## src/hdl/calclk_pkg.sv

```systemverilog
// ----------------------------------------------------------------------------
// calclk_pkg
// shared types, key codes, widths and reset values of the calendar clock
// ----------------------------------------------------------------------------
package calclk_pkg;

  localparam int unsigned YEAR_W      = 14;
  localparam int unsigned FIELD_W     = 7;
  localparam int unsigned CURSOR_W    = 4;
  localparam int unsigned KEY_W       = 5;
  localparam int unsigned IN_TDATA_W  = 8;
  localparam int unsigned OUT_TDATA_W = 56;
  localparam int unsigned QUEUE_DEPTH = 2;

  localparam logic [KEY_W-1:0] KEY_UP    = 5'd2;
  localparam logic [KEY_W-1:0] KEY_A     = 5'd4;
  localparam logic [KEY_W-1:0] KEY_LEFT  = 5'd5;
  localparam logic [KEY_W-1:0] KEY_RIGHT = 5'd7;
  localparam logic [KEY_W-1:0] KEY_B     = 5'd8;
  localparam logic [KEY_W-1:0] KEY_DOWN  = 5'd10;
  localparam logic [KEY_W-1:0] KEY_C     = 5'd12;
  localparam logic [KEY_W-1:0] KEY_D     = 5'd16;

  localparam logic CMD_TICK = 1'b0;

  localparam logic [YEAR_W-1:0]   YEAR_RESET  = 14'd2022;
  localparam logic [YEAR_W-1:0]   YEAR_MAX    = 14'd9999;
  localparam logic [FIELD_W-1:0]  MONTH_RESET = 7'd1;
  localparam logic [FIELD_W-1:0]  DAY_RESET   = 7'd1;
  localparam logic [CURSOR_W-1:0] CURSOR_LAST = 4'd13;

  typedef enum logic [3:0] {
    OP_NONE,
    OP_TICK,
    OP_ENTER,
    OP_LEAVE,
    OP_VERT,
    OP_LEFT,
    OP_RIGHT,
    OP_INC,
    OP_DEC
  } op_e;

  typedef struct packed {
    logic valid;
    op_e  op;
  } op_req_t;

  typedef struct packed {
    logic [YEAR_W-1:0]  year;
    logic [FIELD_W-1:0] month;
    logic [FIELD_W-1:0] day;
    logic [FIELD_W-1:0] hour;
    logic [FIELD_W-1:0] minute;
    logic [FIELD_W-1:0] second;
  } cal_t;

endpackage

```

## src/hdl/calclk_front.sv

```systemverilog
// ----------------------------------------------------------------------------
// calclk_front
// decodes an incoming tick or key press into an operation for the queue
// ----------------------------------------------------------------------------
module calclk_front (
  input  logic                         valid_i,
  input  logic                         cmd_i,
  input  logic [calclk_pkg::KEY_W-1:0] key_code_i,
  input  logic                         full_i,
  output logic                         ready_o,
  output calclk_pkg::op_req_t          push_o
);

  calclk_pkg::op_e op;

  always_comb begin
    op = calclk_pkg::OP_NONE;
    if (cmd_i == calclk_pkg::CMD_TICK) begin
      op = calclk_pkg::OP_TICK;
    end else begin
      case (key_code_i)
        calclk_pkg::KEY_A:     op = calclk_pkg::OP_ENTER;
        calclk_pkg::KEY_B:     op = calclk_pkg::OP_LEAVE;
        calclk_pkg::KEY_UP:    op = calclk_pkg::OP_VERT;
        calclk_pkg::KEY_DOWN:  op = calclk_pkg::OP_VERT;
        calclk_pkg::KEY_LEFT:  op = calclk_pkg::OP_LEFT;
        calclk_pkg::KEY_RIGHT: op = calclk_pkg::OP_RIGHT;
        calclk_pkg::KEY_C:     op = calclk_pkg::OP_INC;
        calclk_pkg::KEY_D:     op = calclk_pkg::OP_DEC;
        default:               op = calclk_pkg::OP_NONE;
      endcase
    end
  end

  assign ready_o      = !full_i;
  assign push_o.valid = valid_i && !full_i;
  assign push_o.op    = op;

endmodule

```

## src/hdl/calclk_queue.sv

```systemverilog
// ----------------------------------------------------------------------------
// calclk_queue
// short first-in first-out queue of decoded operations
// ----------------------------------------------------------------------------
module calclk_queue #(
  parameter int unsigned Depth = calclk_pkg::QUEUE_DEPTH
) (
  input  logic                clk_i,
  input  logic                rst_ni,
  input  calclk_pkg::op_req_t push_i,
  input  logic                pop_i,
  output logic                full_o,
  output calclk_pkg::op_req_t head_o
);

  localparam int unsigned PtrW = (Depth > 1) ? $clog2(Depth) : 1;
  localparam int unsigned CntW = $clog2(Depth + 1);

  calclk_pkg::op_e       mem_q [Depth];
  logic [PtrW-1:0]       wr_ptr_q, wr_ptr_d;
  logic [PtrW-1:0]       rd_ptr_q, rd_ptr_d;
  logic [CntW-1:0]       count_q, count_d;
  logic                  do_push, do_pop;

  assign full_o       = (count_q == CntW'(Depth));
  assign head_o.valid = (count_q != '0);
  assign head_o.op    = mem_q[rd_ptr_q];

  assign do_push = push_i.valid && !full_o;
  assign do_pop  = pop_i && head_o.valid;

  always_comb begin
    wr_ptr_d = wr_ptr_q;
    rd_ptr_d = rd_ptr_q;
    count_d  = count_q;
    if (do_push) begin
      wr_ptr_d = (wr_ptr_q == PtrW'(Depth - 1)) ? '0 : wr_ptr_q + PtrW'(1);
    end
    if (do_pop) begin
      rd_ptr_d = (rd_ptr_q == PtrW'(Depth - 1)) ? '0 : rd_ptr_q + PtrW'(1);
    end
    if (do_push && !do_pop) begin
      count_d = count_q + CntW'(1);
    end else if (do_pop && !do_push) begin
      count_d = count_q - CntW'(1);
    end
  end

  always_ff @(posedge clk_i or negedge rst_ni) begin
    if (!rst_ni) begin
      wr_ptr_q <= '0;
      rd_ptr_q <= '0;
      count_q  <= '0;
    end else begin
      wr_ptr_q <= wr_ptr_d;
      rd_ptr_q <= rd_ptr_d;
      count_q  <= count_d;
    end
  end

  always_ff @(posedge clk_i) begin
    if (do_push) begin
      mem_q[wr_ptr_q] <= push_i.op;
    end
  end

endmodule

```

## src/hdl/calclk_back.sv

```systemverilog
// ----------------------------------------------------------------------------
// calclk_back
// executes queued operations on the date, time, cursor and mode registers
// ----------------------------------------------------------------------------
module calclk_back (
  input  logic                            clk_i,
  input  logic                            rst_ni,
  input  calclk_pkg::op_req_t             head_i,
  output logic                            pop_o,
  input  logic                            out_ready_i,
  output logic                            out_valid_o,
  output calclk_pkg::cal_t                cal_o,
  output logic [calclk_pkg::CURSOR_W-1:0] cursor_o,
  output logic                            set_mode_o
);

  localparam int unsigned YW = calclk_pkg::YEAR_W;
  localparam int unsigned FW = calclk_pkg::FIELD_W;
  localparam int unsigned CW = calclk_pkg::CURSOR_W;

  calclk_pkg::cal_t cal_q, cal_d, cal_norm, cal_tick, cal_edit;
  logic [CW-1:0]    cursor_q, cursor_d;
  logic             mode_q, mode_d;
  logic             out_valid_q, out_valid_d;

  logic [YW-1:0]    fld, step, fld_new;
  logic [YW:0]      limit, sum;
  logic             edit_en, edit_ok, up;

  // reciprocal of 100 avoids a divider
  function automatic logic is_leap(logic [YW-1:0] y);
    logic [26:0] prod;
    logic        div100;
    prod   = 27'(y) * 27'd5243;
    div100 = (prod[18:12] == '0);
    return div100 ? (prod[20:19] == 2'd0) : (y[1:0] == 2'd0);
  endfunction

  function automatic logic [4:0] month_len(logic [FW-1:0] m, logic [YW-1:0] y);
    logic [4:0] len;
    case (m)
      7'd1, 7'd3, 7'd5, 7'd7, 7'd8, 7'd10, 7'd12: len = 5'd31;
      7'd4, 7'd6, 7'd9, 7'd11:                    len = 5'd30;
      7'd2:                                       len = is_leap(y) ? 5'd29 : 5'd28;
      default:                                    len = 5'd0;
    endcase
    return len;
  endfunction

  function automatic calclk_pkg::cal_t normalize(calclk_pkg::cal_t c);
    calclk_pkg::cal_t r;
    logic [5:0]       len1;
    r = c;
    if (r.second == 7'd60) begin
      r.minute = r.minute + 7'd1;
      r.second = '0;
    end else if (r.second > 7'd60) begin
      r.second = '0;
    end
    if (r.minute == 7'd60) begin
      r.hour   = r.hour + 7'd1;
      r.minute = '0;
    end else if (r.minute > 7'd60) begin
      r.minute = '0;
    end
    if (r.hour == 7'd24) begin
      r.hour = '0;
      r.day  = r.day + 7'd1;
    end else if (r.hour > 7'd24) begin
      r.hour = '0;
    end
    len1 = {1'b0, month_len(r.month, r.year)} + 6'd1;
    if (r.day == FW'(len1)) begin
      r.month = r.month + 7'd1;
      r.day   = calclk_pkg::DAY_RESET;
    end else if (r.day == '0 || r.day > FW'(len1)) begin
      r.day = calclk_pkg::DAY_RESET;
    end
    if (r.month > 7'd13) begin
      r.month = calclk_pkg::MONTH_RESET;
    end else if (r.month == 7'd13) begin
      r.year  = r.year + 14'd1;
      r.month = calclk_pkg::MONTH_RESET;
    end else if (r.month == '0) begin
      r.month = calclk_pkg::MONTH_RESET;
    end
    if (r.year == '0 || r.year > calclk_pkg::YEAR_MAX) begin
      r.year = calclk_pkg::YEAR_RESET;
    end
    return r;
  endfunction

  function automatic logic [CW-1:0] move_vert(logic [CW-1:0] c);
    logic [CW-1:0] n;
    case (c) inside
      [4'd0:4'd5]:  n = c + 4'd8;
      [4'd6:4'd7]:  n = calclk_pkg::CURSOR_LAST;
      [4'd8:4'd13]: n = c - 4'd8;
      default:      n = '0;
    endcase
    return n;
  endfunction

  function automatic logic [CW-1:0] move_left(logic [CW-1:0] c);
    logic [CW-1:0] n;
    case (c) inside
      4'd0:         n = 4'd7;
      4'd8:         n = calclk_pkg::CURSOR_LAST;
      [4'd1:4'd13]: n = c - 4'd1;
      default:      n = '0;
    endcase
    return n;
  endfunction

  function automatic logic [CW-1:0] move_right(logic [CW-1:0] c);
    logic [CW-1:0] n;
    case (c) inside
      4'd7:         n = '0;
      4'd13:        n = 4'd8;
      [4'd0:4'd12]: n = c + 4'd1;
      default:      n = '0;
    endcase
    return n;
  endfunction

  assign pop_o = head_i.valid && (!out_valid_q || out_ready_i);

  // field under the cursor and its step
  always_comb begin
    fld     = '0;
    step    = 14'd1;
    limit   = 15'd100;
    edit_en = 1'b1;
    case (cursor_q) inside
      [4'd0:4'd1]: begin
        fld = YW'(cal_q.month);
      end
      [4'd2:4'd3]: begin
        fld = YW'(cal_q.day);
      end
      [4'd4:4'd7]: begin
        fld   = cal_q.year;
        limit = 15'd10000;
      end
      [4'd8:4'd9]: begin
        fld = YW'(cal_q.hour);
      end
      [4'd10:4'd11]: begin
        fld = YW'(cal_q.minute);
      end
      [4'd12:4'd13]: begin
        fld = YW'(cal_q.second);
      end
      default: begin
        edit_en = 1'b0;
      end
    endcase
    case (cursor_q)
      4'd4:                                    step = 14'd1000;
      4'd5:                                    step = 14'd100;
      4'd0, 4'd2, 4'd6, 4'd8, 4'd10, 4'd12:    step = 14'd10;
      default:                                 step = 14'd1;
    endcase
  end

  assign up      = (head_i.op == calclk_pkg::OP_INC);
  assign sum     = {1'b0, fld} + {1'b0, step};
  assign edit_ok = edit_en && (up ? (sum < limit) : (fld >= step));
  assign fld_new = up ? sum[YW-1:0] : fld - step;

  always_comb begin
    cal_edit = cal_q;
    if (edit_ok) begin
      case (cursor_q) inside
        [4'd0:4'd1]:   cal_edit.month  = fld_new[FW-1:0];
        [4'd2:4'd3]:   cal_edit.day    = fld_new[FW-1:0];
        [4'd4:4'd7]:   cal_edit.year   = fld_new;
        [4'd8:4'd9]:   cal_edit.hour   = fld_new[FW-1:0];
        [4'd10:4'd11]: cal_edit.minute = fld_new[FW-1:0];
        default:       cal_edit.second = fld_new[FW-1:0];
      endcase
    end
  end

  always_comb begin
    cal_tick        = cal_q;
    cal_tick.second = cal_q.second + 7'd1;
    cal_norm        = normalize((head_i.op == calclk_pkg::OP_TICK) ? cal_tick : cal_q);
  end

  always_comb begin
    cal_d    = cal_q;
    cursor_d = cursor_q;
    mode_d   = mode_q;
    if (!mode_q) begin
      case (head_i.op)
        calclk_pkg::OP_TICK: begin
          cal_d = cal_norm;
        end
        calclk_pkg::OP_ENTER: begin
          mode_d   = 1'b1;
          cursor_d = '0;
        end
        default: begin
        end
      endcase
    end else begin
      case (head_i.op)
        calclk_pkg::OP_LEAVE: begin
          cal_d    = cal_norm;
          mode_d   = 1'b0;
          cursor_d = '0;
        end
        calclk_pkg::OP_VERT:  cursor_d = move_vert(cursor_q);
        calclk_pkg::OP_LEFT:  cursor_d = move_left(cursor_q);
        calclk_pkg::OP_RIGHT: cursor_d = move_right(cursor_q);
        calclk_pkg::OP_INC:   cal_d    = cal_edit;
        calclk_pkg::OP_DEC:   cal_d    = cal_edit;
        default: begin
        end
      endcase
    end
  end

  always_comb begin
    if (pop_o) begin
      out_valid_d = 1'b1;
    end else if (out_ready_i) begin
      out_valid_d = 1'b0;
    end else begin
      out_valid_d = out_valid_q;
    end
  end

  always_ff @(posedge clk_i or negedge rst_ni) begin
    if (!rst_ni) begin
      cal_q.year   <= calclk_pkg::YEAR_RESET;
      cal_q.month  <= calclk_pkg::MONTH_RESET;
      cal_q.day    <= calclk_pkg::DAY_RESET;
      cal_q.hour   <= '0;
      cal_q.minute <= '0;
      cal_q.second <= '0;
      cursor_q     <= '0;
      mode_q       <= 1'b0;
      out_valid_q  <= 1'b0;
    end else begin
      out_valid_q <= out_valid_d;
      if (pop_o) begin
        cal_q    <= cal_d;
        cursor_q <= cursor_d;
        mode_q   <= mode_d;
      end
    end
  end

  assign out_valid_o = out_valid_q;
  assign cal_o       = cal_q;
  assign cursor_o    = cursor_q;
  assign set_mode_o  = mode_q;

endmodule

```

## src/hdl/calendar_clock_with_set_mode_core.sv

```systemverilog
// ----------------------------------------------------------------------------
// calendar_clock_with_set_mode_core
// calendar clock with run and set modes, driven by ticks and key presses
// ----------------------------------------------------------------------------
// channel   | direction | tdata                      | tuser
// s_axis    | in        | key_code [4:0]             | cmd (0 tick, 1 key)
// m_axis    | out       | date, time, cursor, mode   | -
//
// one item per cycle sustained while m_axis_tready is high; each accepted item
// is registered in the decode queue, then in the state update stage
// the result is held in the state registers, so a stalled output stops the
// update stage and the queue fills; tready falls when the queue is full
// reset gives 2022-01-01 00:00:00, run mode, cursor 0, queue empty
// ----------------------------------------------------------------------------
module calendar_clock_with_set_mode_core #(
  parameter int unsigned QueueDepth = calclk_pkg::QUEUE_DEPTH
) (
  input  logic                               clk_i,
  input  logic                               rst_ni,
  input  logic                               s_axis_tvalid,
  output logic                               s_axis_tready,
  // key_code [4:0], zero [7:5]
  input  logic [calclk_pkg::IN_TDATA_W-1:0]  s_axis_tdata,
  // cmd [0]
  input  logic                               s_axis_tuser,
  output logic                               m_axis_tvalid,
  input  logic                               m_axis_tready,
  // year [13:0], month [20:14], day [27:21], hour [34:28], minute [41:35],
  // second [48:42], cursor [52:49], set_mode [53], zero [55:54]
  output logic [calclk_pkg::OUT_TDATA_W-1:0] m_axis_tdata
);

  calclk_pkg::op_req_t                 push, head;
  logic                                full, pop;
  calclk_pkg::cal_t                    cal;
  logic [calclk_pkg::CURSOR_W-1:0]     cursor;
  logic                                set_mode;

  calclk_front u_front (
    .valid_i    (s_axis_tvalid),
    .cmd_i      (s_axis_tuser),
    .key_code_i (s_axis_tdata[calclk_pkg::KEY_W-1:0]),
    .full_i     (full),
    .ready_o    (s_axis_tready),
    .push_o     (push)
  );

  calclk_queue #(
    .Depth (QueueDepth)
  ) u_queue (
    .clk_i  (clk_i),
    .rst_ni (rst_ni),
    .push_i (push),
    .pop_i  (pop),
    .full_o (full),
    .head_o (head)
  );

  calclk_back u_back (
    .clk_i       (clk_i),
    .rst_ni      (rst_ni),
    .head_i      (head),
    .pop_o       (pop),
    .out_ready_i (m_axis_tready),
    .out_valid_o (m_axis_tvalid),
    .cal_o       (cal),
    .cursor_o    (cursor),
    .set_mode_o  (set_mode)
  );

  assign m_axis_tdata = {2'b00, set_mode, cursor, cal.second, cal.minute, cal.hour,
                         cal.day, cal.month, cal.year};

`ifndef SYNTHESIS
  a_run_cursor_home : assert property (@(posedge clk_i) disable iff (!rst_ni)
    (m_axis_tvalid && !set_mode) |-> (cursor == '0))
    else $error("cursor away from home in run mode");

  a_cursor_range : assert property (@(posedge clk_i) disable iff (!rst_ni)
    m_axis_tvalid |-> (cursor <= calclk_pkg::CURSOR_LAST))
    else $error("cursor beyond last digit");

  a_run_normalised : assert property (@(posedge clk_i) disable iff (!rst_ni)
    (m_axis_tvalid && !set_mode) |->
      (cal.second < 7'd60 && cal.minute < 7'd60 && cal.hour < 7'd24 &&
       cal.month >= 7'd1 && cal.month <= 7'd12 && cal.day >= 7'd1 && cal.day <= 7'd31 &&
       cal.year >= 14'd1 && cal.year <= calclk_pkg::YEAR_MAX))
    else $error("date or time not normalised in run mode");
`endif

endmodule

```

## config.mk

```make
export PLATFORM = sky130hd
export DESIGN_NAME = calendar_clock_with_set_mode_core
export DESIGN_NICKNAME = d
export VERILOG_FILES = /design/src/hdl/calclk_pkg.sv /design/src/hdl/calclk_front.sv /design/src/hdl/calclk_queue.sv /design/src/hdl/calclk_back.sv /design/src/hdl/calendar_clock_with_set_mode_core.sv
export SDC_FILE = /design/constraint.sdc
export NUM_CORES = 1
export LEC_CHECK = 0
export BUFFER_PORTS_ARGS = -buffer_cell sky130_fd_sc_hd__clkbuf_2
export CAP_MARGIN = 20
export CORE_AREA = 2 2 138 140
export DETAILED_ROUTE_END_ITERATION = 12
export DIE_AREA = 0 0 140 142
export PLACE_DENSITY_LB_ADDON = 0.08
export SLEW_MARGIN = 10
export SYNTH_ARGS = -nofsm -noshare
export SYNTH_HDL_FRONTEND = slang
export SYNTH_SLANG_ARGS = --single-unit
```

## constraint.sdc

```tcl
create_clock -name clk_i -period 8.9 [get_ports clk_i]
set_input_delay 0 -clock clk_i [delete_from_list [all_inputs] [get_ports clk_i]]
set_output_delay 0 -clock clk_i [all_outputs]
set_load 0.05 [all_outputs]
```

==> results.yml <==
sta:
  maxSlewHeadroom_pct: 33.3
  post-route-min-period_ns: 8.51
  final.period_utilization_pct: 95.6
  clock_skew_ns: 0.0139
  worst_slew_pin_slew_ns: 0.973
  setup_repair_after_global_routing_missed_its_margin: "yes"
  report.final.slew_viol_count: 0
  hold_viol_final: 0
  setup_violations: 0
  post-route-worst-setup-slack_ns: 0.395
  max_clock_freq_ghz: 0.118
logic_synthesis:
  synthTopCellsByArea: "sky130_fd_sc_hd__ha_1 16%, sky130_fd_sc_hd__fa_1 12%, sky130_fd_sc_hd__dfrtp_1 12%"
  synth.lib_cells_used.distinct: 82
  gate_count_after_technology_mapping: 1258
  synth_warnings: 0
  post_synth_edffs: 8
  netlist_area_mm2: 0.0102
  synthDominantAreaCellType: "sky130_fd_sc_hd__ha_1"
  postSynthRegisterBits: 67
  syn_avg_cell_area_um2: 8.15
  ys_seq_area_share_pct: 16.9
  synth_async_sr_flop_share_pct: 88.1
  synth_top_cell_area_share_pct: 16.4
  ys_dominant_reg_cell: "sky130_fd_sc_hd__dfrtp_1"
status:
  failed_checks: "design-rule violations"
  outcome: "finished with violations"
place:
  dpl_cell_area_mm2: 0.0109
  dp_worst_setup_slack_ns: 0.0508
  gp_congestion: 0.909
  port_buffers: 65
  dp_hpwl_mm: 21.9
critical_path:
  crit_path_max_incr_delay_ns: 0.57
  worst_setup_path_start_kind: "register"
  crit_arrival_ns: 8.71
  r2r_slack_ns: 0.39
  timing.critical_path.slowest_stage_cell: "sky130_fd_sc_hd__dfstp_2"
  timing.critical_path.to_type: "register"
  crit_path_max_fanout: 5
  timing.critical_path.required_ns: 9.10
  worstSetupPathType: "register to register"
  critPathMostFrequentCell: "sky130_fd_sc_hd__ha_1"
die:
  die_x_um: 140
  io-pin-count: 71
  floorplan.die.height_um: 142
  core_area_mm2: 0.0185
  start_util_pct: 55.5
  die_ar_mm2: 0.0199
  fp-row-count: 50
finish:
  final_layout_size_suffix_gt1_share_pct: 13.7
  nNetsFinal: 1531
  num_antenna_cells: 0
  area.growth.synth_to_final_pct: 10.7
  stdcell_area_mm2: 0.0113
  final_cell_mix: "158 x sky130_fd_sc_hd__inv_1, 134 x sky130_fd_sc_hd__ha_1, 112 x sky130_fd_sc_hd__nor2_1"
  final_common_cell: "sky130_fd_sc_hd__inv_1"
clock_tree:
  clock-root-buffer: "sky130_fd_sc_hd__clkbuf_16"
  sinks_on_the_clock_net: 67
  htreeDepth: 3
  cts_tree: "built"
  clk-insertion-delay-late_ns: 0.36
  cts.clk_slew.worst_paths_ns: 0.06
  cts_buffer_depth: 2
  tritoncts.num_buffers: 9
drt:
  routed_wire_length_per_instance_um: 18.1
  1st_pass_router_iterations: 9
  routed_via_density: 6.02
  drt-initial-drc-count: 761
  route.detailed.drc: 3
  postRouteAntennaNets: 0
  num_vias: 9388
  drt_wl_total_mm: 28.2
grt:
  grt_antenna_before_repair: 0
  globalRouteTotalUtil_pct: 29.2
  grt_max_degree: 60
  first_global_vias: 8904
  grt_remaining_overflow: 0
  grt_pass1_wl_mm: 46.4
min_path:
  holdCritPathClass: "input port to register"
flow_run:
  cap_violations: 0
==> cell type report <==
type | instances | area, um^2
Sequential cell | 67 | 1730
Fill cell | 1711 | 7110
Clock inverter | 5 | 36.3
Tap cell | 234 | 293
Multi-Input combinational cell | 974 | 7750
Clock buffer | 11 | 253
Inverter | 160 | 601
Timing Repair Buffer | 109 | 682
==> state kept, by name, summed over array words and instances (netlist names) <==
register	count
u_back.out_valid_o	1
u_queue.count_q	2
u_back.cal_o	49
u_back.cursor_o	4
u_queue.wr_ptr_q	1
u_back.set_mode_o	1
u_queue.rd_ptr_q	1
u_queue.mem_q	8
==> synthesized netlist by cell type (all sizes together), types with 17 or more instances <==
library cell and count:
ha 134, fa 63, clkbuf 49, and2 17, nand2 69, xnor2 39, inv 159, o21ai 86
nand3 26, dfrtp 49, nor3 30, a21o 18, xor2 19, nor2 113, a31oi 19, a21oi 84
==> routing by layer <==
layer / track usage (%) / part of all wire, % / vias up
li1: - / - / 4542
met5: 0 / 0 / -
met2: 48.7 / 47 / 304
met3: 4.27 / 6.2 / 26
met4: 5.64 / 1.3 / 0
met1: 41.0 / 46 / 4516
==> worst paths after layout <==
path | start | endpoint | depth (start not counted)
min in group asynchronous | rst_ni | u_queue.count_q[0] | 3
setup reg to reg | u_back.cal_o[36] | u_back.cal_o[35] | 39
setup / recovery | u_back.cal_o[36] | u_back.cal_o[35] | 39
max in group asynchronous | rst_ni | u_back.cal_o[20] | 3
hold / removal | s_axis_tdata[2] | u_queue.mem_q[0][2] | 2
hold reg to reg | u_queue.wr_ptr_q | u_queue.wr_ptr_q | 1
==> through the flow <==
step	cells	TNS, ns	utilization, %	hold slack [ns]
after floorplan	1259	0	-	-0.296
after global placement	1539	0	59.2	0.241
after detailed placement	1539	0	59.2	0.248
after CTS	1559	0	61.0	0.0126
after global routing	1560	-0.0941	61.5	0.0284
final	1560	0	61.5	0.0154
==> cell families (layout without fill, tap and decap cells) <==
kind of cell    Yosys count  count (layout)  synth area share [%]
buf+inv                 218             285                  8.33
mux                      20              20                  2.11
fa+ha+maj               197             197                  28.7
other cells               1               2                0.0366
xor+xnor                 58              58                  4.96
compound gates          331             331                  21.0
flops                    67              67                  16.9
simple gates            366             366                  18.0
==> critical path, delay by kind of cell (launching register included) <==
| family | cells | cell delay (ns) |
|---|---|---|
| AOI/OAI and AO/OA | 15 | 2.82 |
| adders and majority gates | 9 | 2.78 |
| and+or+nand+nor | 9 | 1.81 |
| DFF | 1 | 0.57 |
| buffers and inverters | 6 | 0.39 |
==> timing repair <==
| action | in CTS | in global routing |
|---|---|---|
| endpoints found under the hold margin | 53 | 0 |
| gates resized for setup | 0 | 20 |
| hold buffers | 4 | 0 |
| buffers inserted | 0 | 1 |
| setup endpoints to repair | 0 | 18 |
Power is not shown: default switching activity piles up to over one toggle a cycle in this logic, so the estimate is an artifact.
